## config.mk

```make
export PLATFORM = sky130hd
export DESIGN_NAME = lpt_ram
export DESIGN_NICKNAME = d
export VERILOG_FILES = /design/src/sv/lpt_ram.sv
export SDC_FILE = /design/constraint.sdc
export NUM_CORES = 2
export LEC_CHECK = 0
export ABC_AREA = 0
export BUFFER_PORTS_ARGS = -buffer_cell sky130_fd_sc_hd__buf_2
export CORE_MARGIN = 3
export CORE_UTILIZATION = 25
export CTS_BUF_LIST = sky130_fd_sc_hd__clkbuf_2
export DETAILED_ROUTE_END_ITERATION = 7
export SLEW_MARGIN = 20
export SYNTH_ARGS = -nofsm -noshare
export SYNTH_HDL_FRONTEND = slang
export SYNTH_SLANG_ARGS = --single-unit
```

## constraint.sdc

```tcl
create_clock -name clk_i -period 5.6 [get_ports clk_i]
set_clock_uncertainty 0.05 [all_clocks]
set_input_delay 1.12 -clock clk_i [delete_from_list [all_inputs] [get_ports clk_i]]
set_output_delay 1.12 -clock clk_i [all_outputs]
set_load 0.005 [all_outputs]
```

## src/sv/lpt_ram.sv

```systemverilog
module lpt_ram #(
  parameter int Width = 32,
  parameter int Depth = 128,
  localparam int AddrW = (Depth > 1) ? $clog2(Depth) : 1
) (
  input  logic             clk_i,
  input  logic             we_i,
  input  logic [AddrW-1:0] waddr_i,
  input  logic [Width-1:0] wdata_i,
  input  logic [AddrW-1:0] raddr_i,
  output logic [Width-1:0] rdata_o
);

  logic [Width-1:0] mem_q [Depth];

  always_ff @(posedge clk_i) begin
    if (we_i) begin
      mem_q[waddr_i] <= wdata_i;
    end
    rdata_o <= mem_q[raddr_i];
  end

endmodule

```

# Word level (Yosys, flattened, before mapping)
# Memory sizes are Yosys's and may differ from the RTL's. A register that Yosys moved wholly into a read port is not among the register bits.
# Cells that the tools add are included.
# word_totals
ff_bits	0
latchBits	0
mem_bits_rw	4096
rom_bits	0
inputBits	48
output_inout_bits	32
wordCells	3
n_memories	1
# op_classes
addsub	0
mul	0
div_mod_pow	0
order_cmp	0
n_eq_ne	0
n_shift	0
muxes	2
bitwise_logic	0
n_reduce_logical	0
# memory_table
name	words	word_bits	read_ports	rd_clocked_by_memory_dff	wr	line	text
mem_q	128	32	1	1	1	14	logic [Width-1:0] mem_q [Depth];
# op_table
op	n
$mux 1	2

# Longest topological paths before layout
# logic_depth
word_depth	2
depth_mapped	8
depth_no_buf	4

# Worst setup path before layout
# No wires, ideal clock.
# synth_path
kind	input port to flip-flop
start	input port we_i
end	memory mem_q[98][0], enable pin
t_arrival_ns	3.898
t_required_ns	5.089
path_slack_ns	1.191
path_stages	3
n_path_buf	1
path_cell_list	clkbuf_1 -> nand4_1 -> nor3_1
# synth_between
elab_chain_cells	2
# synth_lines
item	line	text
start, declared	7	input logic we_i,
$mux 1	17	if (we_i) begin
$mux 1 (not written as such)	18	mem_q[waddr_i] <= wdata_i;
end, declared	14	
# Every way passes these cells.

# Worst setup path after layout
# layout_path
start	register rdata_o[5], read port of mem_q
end	output port rdata_o[5]
# layout_lines
item	line	text
start, declared	11	output logic [Width-1:0] rdata_o
# No word-level cell between the ends.

==> impl_metrics.py <==
metrics = {
    "status": {
        "status": "finished, final reports clean",
    },
    "cts": {
        "h_tree_levels": 6,
        "clock_path_buffers": 4,
        "cts_num_sinks": 4128,
        "cts_repair_resize_count": 0,
        "postCtsSetupBuffers": 0,
        "worst_skew_pair_latency_ps": 2220,
        "cts_tree": "done",
        "cts_made_buffers": 940,
        "clock_tree.root_cell": "sky130_fd_sc_hd__clkbuf_2",
        "clk_pin_slew_worst_paths_ps": 120,
    },
    "global_route": {
        "grt_antenna_before_repair": 77,
        "grt_overflow": 0,
        "grt_use_total_pct": 13.8,
        "wire_length_of_the_first_global_routing_pass_um": 618000,
        "grt_pass1_vias": 77400,
        "maximum_number_of_pins_on_one_net_before_global_route_repair": 98,
    },
    "sta": {
        "finalHoldViolations": 0,
        "final_slew_viol_count": 0,
        "timing.max_slew.rel_slack_pct": 24.4,
        "setup-tns-final_ps": 0,
        "max_slew.worst_pin.slew_ps": 1130,
        "final.period_utilization_pct": 82.1,
        "final_period_minus_worst_setup_slack_ps": 4600,
        "rsz_0062_raised_after_global_routing": "no",
        "timing.final.setup_violations": 0,
        "worst_hold_slack_ps": 106,
        "fmax_mhz": 217,
    },
    "finish": {
        "final_nets": 7173,
        "drive_gt1_share_pct": 43.0,
        "final_design_area_no_fill_um2": 180000,
        "area_growth_pct": 15.4,
    },
    "floorplan": {
        "core.rowCount": 289,
        "floorplan.die.width_um": 797,
        "die-height_um": 797,
        "boundaryPins": 80,
        "starting_density_pct": 25.2,
        "floorplan.die_area_um2": 635000,
        "core_box_area_um2": 621000,
    },
    "setup_path": {
        "worstSetupStartpointType": "flip-flop",
        "r2r_end": "rdata_o[2]$_DFF_P_",
        "worstPathArrival_ps": 3430,
        "worst-path-buf-inv": 1,
        "worstRegToRegCells": 7,
        "critical_path_required_ps": 4430,
        "setup.reg_to_reg.worst_slack_ps": 1680,
        "crit_cells": 1,
        "criticalPathCategory": "reg2out",
        "worst_path_max_delay_cell": "sky130_fd_sc_hd__dfxtp_1",
        "critical_path.endpoint_type": "output port",
        "max_stage_delay_ps": 960,
        "crit_path_max_fanout": 2,
        "critical_path.reg2reg.startpoint": "mem_q[4][2]$_DFFE_PP_",
        "worst_path_dominant_cell_family": "flip-flops",
        "path_cells": "buf_2",
    },
    "worst_hold_path": {
        "worstHoldPathCells": 2,
        "hp-class": "in2reg",
        "hold_start": "wdata_i[20]",
        "worst_hold_path.endpoint": "mem_q[84][20]$_DFFE_PP_",
    },
    "power": {
        "power.density_cell_area_nw_per_um2": 315,
        "peakVddDrop_uv": 193,
        "design_power_total_w": 0.0568,
        "power.static_leakage_nw": 55.3,
    },
    "route": {
        "routed_via_density": 4.66,
        "drtAntennaViolNets": 0,
        "vias": 75500,
        "count_of_tritonroute_iterations_in_the_first_routing_pass": 8,
        "drc": 0,
        "route.final.wire_length_um": 449000,
        "initialDrtViolationCount": 10800,
        "post_drt_wl_per_cell_um": 27.7,
    },
    "placed_design": {
        "number_of_i_o_port_buffers": 79,
        "finalWeightedCongestion": 0.804,
        "cell_area_placed_um2": 170000,
        "place.detailed.hpwl_um": 251000,
    },
    "synthesis": {
        "yosysSeqAreaShare_pct": 79.1,
        "synth_cell_type_count": 17,
        "dominantRegCellSynth": "sky130_fd_sc_hd__edfxtp_1",
        "synth_most_common_cell": "sky130_fd_sc_hd__edfxtp_1",
        "synth_common_cells": "sky130_fd_sc_hd__edfxtp_1 (4096), sky130_fd_sc_hd__mux4_2 (1344), sky130_fd_sc_hd__clkbuf_1 (182)",
        "synth.top_cells.by_area": "sky130_fd_sc_hd__edfxtp_1 (79%), sky130_fd_sc_hd__mux4_2 (19%), sky130_fd_sc_hd__clkbuf_1 (0.44%)",
        "synthDominantCellAreaShare_pct": 78.7,
        "ys_ff_latch": 4128,
        "synth.largest_area_cell": "sky130_fd_sc_hd__edfxtp_1",
        "number_of_synthesized_flops_with_an_enable_pin": 4096,
        "post_synth.cell_area_avg_um2": 26.1,
        "synth_nets": 6038,
        "synthesis.area_um2": 156000,
        "yosysWarnings": 0,
        "syn-instance-count": 5990,
        "postSynth.asyncResetShare_pct": 0,
    },
    "run": {
        "drv_cap": 0,
    },
}
==> metal layers <==
| metal | global-route usage (%) | wire [um] |
|---|---|---|
| met4 | 4.93 | 14700 |
| met1 | 17.9 | 169000 |
| met2 | 22.3 | 217000 |
| met3 | 3.63 | 48300 |
| met5 | 0 | 163 |
==> what timing repair did <==
| item | CTS | global route |
|---|---|---|
| hold endpoints to repair | 6172 | 15 |
| hold buffers | 112 | 1 |
| endpoints found under the setup margin | 0 | 0 |
==> layout make-up <==
type / count / area (um^2)
Timing Repair Buffer: 509 / 5280
Antenna cell: 54 / 135
Fill cell: 60400 / 441000
Multi-Input combinational cell: 1546 / 32300
Clock buffer: 1352 / 6770
Clock inverter: 314 / 1790
Tap cell: 8293 / 10400
Sequential cell: 4128 / 124000
==> cells in the final DEF, fill, tap and decap left out, types with 10 or more instances in the layout <==
cell type / instances
sky130_fd_sc_hd__buf_12: 72
sky130_fd_sc_hd__buf_16: 20
sky130_fd_sc_hd__buf_2: 42
sky130_fd_sc_hd__buf_4: 278
sky130_fd_sc_hd__bufinv_16: 11
sky130_fd_sc_hd__clkbuf_2: 1352
sky130_fd_sc_hd__clkinv_1: 222
sky130_fd_sc_hd__clkinv_2: 34
sky130_fd_sc_hd__clkinv_4: 10
sky130_fd_sc_hd__dfxtp_1: 32
sky130_fd_sc_hd__diode_2: 54
sky130_fd_sc_hd__dlygate4sd3_1: 90
sky130_fd_sc_hd__edfxtp_1: 4096
sky130_fd_sc_hd__inv_6: 21
sky130_fd_sc_hd__mux2_2: 32
sky130_fd_sc_hd__mux4_2: 1344
sky130_fd_sc_hd__nand2_1: 11
sky130_fd_sc_hd__nor2_4: 119
==> sequential cells by signal (all words and copies together) (netlist names) <==
register  count
rdata_o      32
mem_q      4096
==> report_power, final <==
part | switching [W] | internal [W]
sequential | 0.000192 | 0.0341
clock | 0.0118 | 0.00715
combinational | 0.00216 | 0.00137
==> worst max path at each step <==
stage | to | from | slack (ps)
floorplan | mem_q[98][0]$_DFFE_PP_ | we_i | 1190
global placement | rdata_o[21]$_DFF_P_ | raddr_i[2] | 850
detailed placement | rdata_o[21]$_DFF_P_ | raddr_i[2] | 830
CTS | rdata_o[2] | rdata_o[2]$_DFF_P_ | 820
global route | rdata_o[2] | rdata_o[2]$_DFF_P_ | 1030
finish | rdata_o[5] | rdata_o[5]$_DFF_P_ | 1000
==> metrics by stage <==
| step | worst slack, ps | instances | util [%] |
|---|---|---|---|
| 2_1_floorplan | 1190 | 5990 | - |
| 3_3_place_gp | 846 | 14400 | 27.4 |
| 3_5_place_dp | 830 | 14400 | 27.4 |
| 4_1_cts | 819 | 16100 | 29.0 |
| 5_1_grt | 1030 | 16200 | 29.0 |
| 6_report | 1000 | 16200 | 29.0 |
==> cells by family (layout without fill, tap and decap cells) <==
family                 after synthesis  in the layout  synth area share [%]
multiplexers                      1376           1376                  19.6
buffers and inverters              316           2175                 0.839
flip-flops                        4128           4128                  79.1
AND/OR/NAND/NOR                    170            170                 0.446
other                                0             54                     0
(Power assumes the default switching activity.)
