**config.mk**
```make
export PLATFORM = sky130hd
export DESIGN_NAME = lpt_dist_unit
export DESIGN_NICKNAME = d
export VERILOG_FILES = /design/src/sv/lpt_pkg.sv /design/src/sv/lpt_dist_unit.sv
export SDC_FILE = /design/constraint.sdc
export NUM_CORES = 1
export LEC_CHECK = 0
export BUFFER_PORTS_ARGS = -buffer_cell sky130_fd_sc_hd__buf_2
export CAP_MARGIN = 20
export CORE_ASPECT_RATIO = 0.5
export CORE_MARGIN = 3
export CORE_UTILIZATION = 64
export CTS_CLUSTER_DIAMETER = 80
export DETAILED_ROUTE_END_ITERATION = 10
export PLACE_DENSITY = 0.89
export RECOVER_POWER = 100
export SLEW_MARGIN = 25
export SYNTH_ARGS = -nofsm -noshare
export SYNTH_HDL_FRONTEND = slang
export SYNTH_SLANG_ARGS = --single-unit
```
**constraint.sdc**
```tcl
create_clock -name clk_i -period 3.59 [get_ports clk_i]
set_input_delay 0.718 -clock clk_i [delete_from_list [all_inputs] [get_ports clk_i]]
set_output_delay 0.718 -clock clk_i [all_outputs]
set_load 0.005 [all_outputs]
```
**src/sv/lpt_pkg.sv**
```systemverilog
package lpt_pkg;

  localparam int TableEntriesDef = 128;
  localparam int CoordBitsDef    = 16;

  localparam int RangeW   = 33;
  localparam int CountW   = 8;
  localparam int IndexW   = 7;
  localparam int TagIdxW  = 10;
  localparam int OutDataW = 48;

  localparam logic [RangeW-1:0] EnterRangeRst = 33'd16384;
  localparam logic [RangeW-1:0] ExitRangeRst  = 33'd36864;
  localparam logic [CountW-1:0] StabilityRst  = 8'd5;

  localparam logic [1:0] ModeTick  = 2'd0;
  localparam logic [1:0] ModeWrite = 2'd1;
  localparam logic [1:0] ModeClear = 2'd2;
  localparam logic [1:0] ModeReset = 2'd3;

  localparam logic [1:0] RegEnterRange = 2'd0;
  localparam logic [1:0] RegExitRange  = 2'd1;
  localparam logic [1:0] RegStability  = 2'd2;

  // scan tag that travels beside each entry through the distance pipeline
  typedef struct packed {
    logic               vld;
    logic               last;
    logic               ev;
    logic [TagIdxW-1:0] idx;
  } tag_t;

endpackage

```
**src/sv/lpt_dist_unit.sv**
```systemverilog
module lpt_dist_unit #(
  parameter int CoordBits = lpt_pkg::CoordBitsDef,
  localparam int DistW = 2 * CoordBits + 1
) (
  input  logic                        clk_i,
  input  logic                        rst_ni,
  input  logic signed [CoordBits-1:0] px_i,
  input  logic signed [CoordBits-1:0] py_i,
  input  logic [2*CoordBits-1:0]      entry_i,
  input  lpt_pkg::tag_t               tag_i,
  output logic [DistW-1:0]            dist_o,
  output lpt_pkg::tag_t               tag_o
);

  logic signed [CoordBits:0]  dx, dy;
  logic [CoordBits-1:0]       ax, ay;
  logic [2*CoordBits-1:0]     sqx_q, sqy_q;
  lpt_pkg::tag_t              tag1_q;

  // entry word holds x in the low half, y in the high half
  always_comb begin
    dx = {px_i[CoordBits-1], px_i} - {entry_i[CoordBits-1], entry_i[CoordBits-1:0]};
    dy = {py_i[CoordBits-1], py_i} -
         {entry_i[2*CoordBits-1], entry_i[2*CoordBits-1:CoordBits]};
    ax = dx[CoordBits] ? CoordBits'(-dx) : dx[CoordBits-1:0];
    ay = dy[CoordBits] ? CoordBits'(-dy) : dy[CoordBits-1:0];
  end

  always_ff @(posedge clk_i or negedge rst_ni) begin
    if (!rst_ni) begin
      tag1_q <= '0;
      tag_o  <= '0;
    end else begin
      tag1_q <= tag_i;
      tag_o  <= tag1_q;
    end
  end

  always_ff @(posedge clk_i) begin
    sqx_q  <= ax * ax;
    sqy_q  <= ay * ay;
    dist_o <= {1'b0, sqx_q} + {1'b0, sqy_q};
  end

endmodule

```
==> results.txt, run 1 <==
- The flow did not finish.
- The stage where the run came to a stop is global routing.
- First Err: [ERROR GRT-0116] Global routing finished with congestion. Check the congestion regions in the DRC Viewer.
* Placer's final routability congestion estimate: around 0.98
- Placement Rows: 45
- The tree is rooted in a clkbuf_16.
- Avg Cell Area, Syn: 9.09 um^2
- H-tree depth reported by CTS: 4
- CTS buffer count: 17
* Placement Setup Slack: -5290 ps
* Maximum clock path buffer count: 2
- Synth area leaders: fa_1 32%, ha_1 16%, dfxtp_1 9.3%
* Vertical die dimension: around 130 um
- Via count of the first global-routing pass: 31,500
* Number of synthesis warnings: 0
- The initial utilization of the core area, before any placement, comes to between 60% and 70%.
- Synthesized net count: 2,919
- For this run, the leading register cell type out of synthesis is dfxtp_1.
- Global routing used approximately 90% of the available tracks.
- Total standard cell area after synthesis: between 20,000 and 25,000 um^2
- Buffers added on ports: between 100 and 150
* Share of the synthesized area in the top cell type: a little under a third
* Maximum number of pins on one net before global-route repair: 27
* Synth Instances: between 2,000 and 2,500
- Clock sinks: roughly 120
- Cell variety after synth: between 90 and 100
- Counting flops and latches in the post-synthesis netlist gives approximately 120.
- Post-synthesis cell type with the largest combined area: fa_1
- Async set or reset register ratio after synthesis: between 20% and 30%
* Die extent in x: around 260 um
- HPWL Detailed: 56.1 mm
- GR Overflow Total: 800
- Global-route wire length before repair: about 230 mm
- For this design the top-level I/O count stands at around 130.
* Share of the yosys chip area belonging to registers: 12.4%
- Count of flip-flops with a built-in enable after synthesis: 0
==> repair_timing <==
| item | 4_1_cts |
|---|---|
| gates cloned | 1 |
| pin swaps | 239 |
| hold endpoints to repair | 0 |
| endpoints found under the setup margin | 60 |
| resized for setup | 325 |
| setup buffers | 129 |
| hold buffers | 0 |
==> synthesized netlist by cell type (all sizes together), types with 12 or more instances <==
| library cell | count |
|---|---|
| ha | 258 |
| inv | 517 |
| nand2b | 33 |
| nor2 | 215 |
| or2 | 13 |
| o21ai | 43 |
| o21a | 26 |
| xnor2 | 89 |
| a211oi | 16 |
| xor2 | 45 |
| buf | 14 |
| dfxtp | 95 |
| nand3 | 22 |
| fa | 326 |
| nor3 | 36 |
| nor2b | 23 |
| nand2 | 144 |
| a21o | 52 |
| clkbuf | 20 |
| a21oi | 84 |
| dfrtp | 26 |
| and3 | 12 |
==> per-stage QoR <==
stage                     instances  hold slack (ps)  area, um^2
after CTS                      3392              269       29200
after detailed placement       3240              335       26300
after global placement         3240              331       26300
after floorplan                2256              331       21900
==> metal layers <==
| metal | track usage [%] | GRT overflow |
|---|---|---|
| met1 | 84.9 | 28 |
| met4 | 92.0 | 264 |
| met5 | 57.4 | 5 |
| met3 | 80.4 | 37 |
| met2 | 101 | 466 |
==> logic make-up after synthesis <==
group	count (synthesis)	synth area share [%]
AOI/OAI and AO/OA	313	10.9
xor gates and xnor gates	135	6.35
adders and majority gates	584	47.6
buffers and inverters	554	10.3
DFF	121	12.4
muxes	2	0.0976
and+or+nand+nor	547	12.4
==> run 2, diff against run 1 <==
CORE_ASPECT_RATIO = default   (was 0.5)
CORE_UTILIZATION = 40   (was 64)
CTS_CLUSTER_DIAMETER = default   (was 80)
PLACE_DENSITY = default   (was 0.89)
PLACE_DENSITY_LB_ADDON = 0.15   (was default)
==> results.txt, run 2 <==
- Flip-flop and latch count after synthesis: 121
* Clock transition time at the flip-flop clock pins of the worst setup and hold paths: approximately 60 ps
- Largest registers: dist_o (33), sqx_q (31), sqy_q (31)
- Number of vias per cell after detailed routing: ~4.7
- For this design, the slowest cell found on the critical path is fa_2.
* Buffer type at the clock tree root: clkbuf_16
- The floorplan step defined a core boundary enclosing between 50,000 and 60,000 um^2.
* Clock insertion delay at the later pin of the skew report: roughly 420 ps
- At the end of routability-driven placement, the weighted congestion stood at 0.882.
- Measured along the x axis, the die boundary spans around 230 um.
* CP endpoint kind: flop
- Avg Cell Area, Syn: ~9.1 um^2
- Measured against its own limit, the worst slew margin works out to 13.9%.
- Die area: about 54,000 um^2
* FF-to-FF End: dist_o[32]
- The count of final hold-check violations came to 0.
- Sequential elements use 12.4% of the synthesized area.
* Post-route clock skew: between 5 and 6 ps
- Number of synthesis warnings: 0
- TritonCTS clock tree: done
* Via count of the first global-routing pass: 18,800
- Worst path most repeated cell: fa_1
- The worst hold path begins at tag1_q[8].
- For this run, the slowest stage of the critical path takes approximately 560 ps.
* Total standard cell area after synthesis: 20,500 um^2
- Across all setup checks in the final design, the least slack found is -4560 ps.
- Share of the cycle needed by the critical path after routing: 227%
* Flip-flop count of the largest register after layout: 33
- Summed over all nets, the half-perimeter wirelength after detailed placement is between 40 and 50 mm.
- Failing checks: setup timing
* Maximum fanout along the worst path: 5
- Of all flip-flops after synthesis, the portion carrying an async set or reset was 21.5%.
- Hold buffer count at CTS: 0
- More flip-flops sit in one register than any other, and that register is dist_o.
- Share of final-layout standard cells stronger than drive strength 1: 41.5%
- From synthesis to final layout, the design area changed by 48.4%.
* Cell variety after synth: just over 90
- Reg-to-reg slack, setup: between 200 and 300 ps
- Buffers added on ports: 124
- Via count: roughly 18,000
* Maximum number of pins on one net before global-route repair: 27
- The worst register-to-register path begins at sqx_q[3].
- For this configuration, the core starts out at a cell density of 40.7%.
- The top cell types in the final layout, fill and taps aside, are 541 x buf_4, 420 x inv_1, 309 x fa_1.
- Nets: between 3,000 and 4,000
- STA classifies the critical path startpoint as an input port.
- Worst Path Required: between 3000 and 4000 ps
* Length of the first detailed-routing pass in iterations: 5
* Dominant cell by count in the synthesized netlist: inv_1
- Final Cell Area: slightly above 30,000 um^2
- After synthesis, the cell types taking the most area are fa_1 32%, ha_1 16%, dfxtp_1 9.3%.
* H-tree depth reported by CTS: 4
- Number of antenna violations at the first check in global routing: 0
- Max Slew Vio Count: 0
- Top FF cell, synth: dfxtp_1
* Synthesized net count: around 2,900
* Data arrival time at the worst-slack endpoint: around 8500 ps
- The critical path is of the in -> reg type.
- Cell depth of the worst hold path: 0
- Slew at the pin closest to its max-slew limit: ~1300 ps
- Min Hold Slack: 347 ps
- Measured in cells, the most critical reg-to-reg path has a length of 12.
- Final setup violation count: 58
- The first global-routing pass estimated 87.9 mm of wire.
* Post-synthesis cell type with the largest combined area: fa_1
- Measured along the y axis, the die boundary spans 232 um.
* Synth Instances: 2,256
- Result of the run: complete, but fails checks
- Maximum clock path buffer count: 2
- Antenna viol nets, final: 0
- The library cell used most frequently in the layout, excluding fill and tap cells, is buf_4.
- The tool flagged a number of max-cap violations equal to 0.
- Placement Rows: ~80
- Kind of path behind the tightest hold check: reg -> reg
- Synth top cells by count: 497 x inv_1, 326 x fa_1, 258 x ha_1, 210 x nor2_1, 144 x nand2_1
- Hold Crit Endpoint: tag_o[8]
- For this run, the top clock speed supported by timing is 0.123 GHz.
- Dividing the detail-routed wire length by the instance count gives ~14 um.
- Share of the synthesized area in the top cell type: between 30% and 40%
* CTS buffer count: 17
- The number of antenna diodes in the final layout is 0.
- Remaining design rule violation count: 0
- Clock sinks: 121
* Count of flip-flops with a built-in enable after synthesis: 0
- Setup repair after global routing could not meet its margin everywhere.
* Starting DRC count in detailed routing: roughly 570
- During I/O placement, the number of pins put on the boundary was 125.
* All-Layer GR Usage: 19.8%
- Summing all placed instances gives a cell area of roughly 27,000 um^2.
- For the finished layout, the period the worst path requires is 8150 ps.
- Setup crit start: py_i[0]
- After detailed routing, the total wire length is between 50 and 60 mm.
- GR Overflow Total: 0
run 2: cell counts after synthesis:
Identical to the previous run, type by type.
run 2: cell type report:
cell class              count  area (um^2)
inverters                 520         2010
multi-input cells        1581        18400
clock inverters            13          179
repair buffers            770         6000
well taps                 672          841
fillers                  4239        19900
repair inverters            1         7.51
clock buffers              19          464
flip-flops and latches    121         2550
run 2: critical path: cells and delay by family:
kind | cells | cell delay [ps]
buf+inv | 10 | 940
fa+ha+maj | 9 | 3630
simple gates | 5 | 440
compound gates | 12 | 2390
xor+xnor | 2 | 340
run 2: layer usage:
layer | GRT usage, % | vias to the layer above | routed length [um]
met5 | 0 | - | 0
met4 | 2.05 | 0 | 314
met3 | 2.36 | 27 | 1620
met2 | 33.7 | 210 | 25300
met1 | 27.9 | 8688 | 24800
li1 | - | 8632 | -
run 2: worst max-delay path by stage:
stage                endpoint  cells after the start
floorplan           sqx_q[31]                     33
global placement    sqy_q[30]                     36
detailed placement  sqy_q[30]                     36
CTS                 sqx_q[31]                     35
global route        sqy_q[27]                     36
finish              sqy_q[31]                     38
run 2: timing repair:
action                                  CTS  global route
buffers inserted                         87            56
gates cloned                              1             0
pin swaps                               170           165
endpoints found under the setup margin   58            58
resized for setup                       229           188
run 2: per-stage QoR:
stage                     worst slack [ps]  setup TNS, ps  util [%]  cells
final                                -4560        -210780      60.4   3697
after global routing                 -4880        -226100      60.4   3697
after CTS                            -4560        -208480      58.1   3645
after detailed placement             -5260        -241050      53.6   3528
after global placement               -5120        -235790      53.6   3528
after floorplan                      -4640        -203130         -   2256
run 2: kinds of logic after synthesis:
| kind of cell | synth area share [%] |
|---|---|
| adders and majority gates | 47.6 |
| buffers and inverters | 10.3 |
| and+or+nand+nor | 12.4 |
| AOI/OAI and AO/OA | 10.9 |
| xor gates and xnor gates | 6.35 |
| DFF | 12.4 |
| muxes | 0.0976 |
Power of run 2 is left out: the tool's default activity adds up to more than one toggle a clock period on the data nets, which glitch-free logic cannot reach.
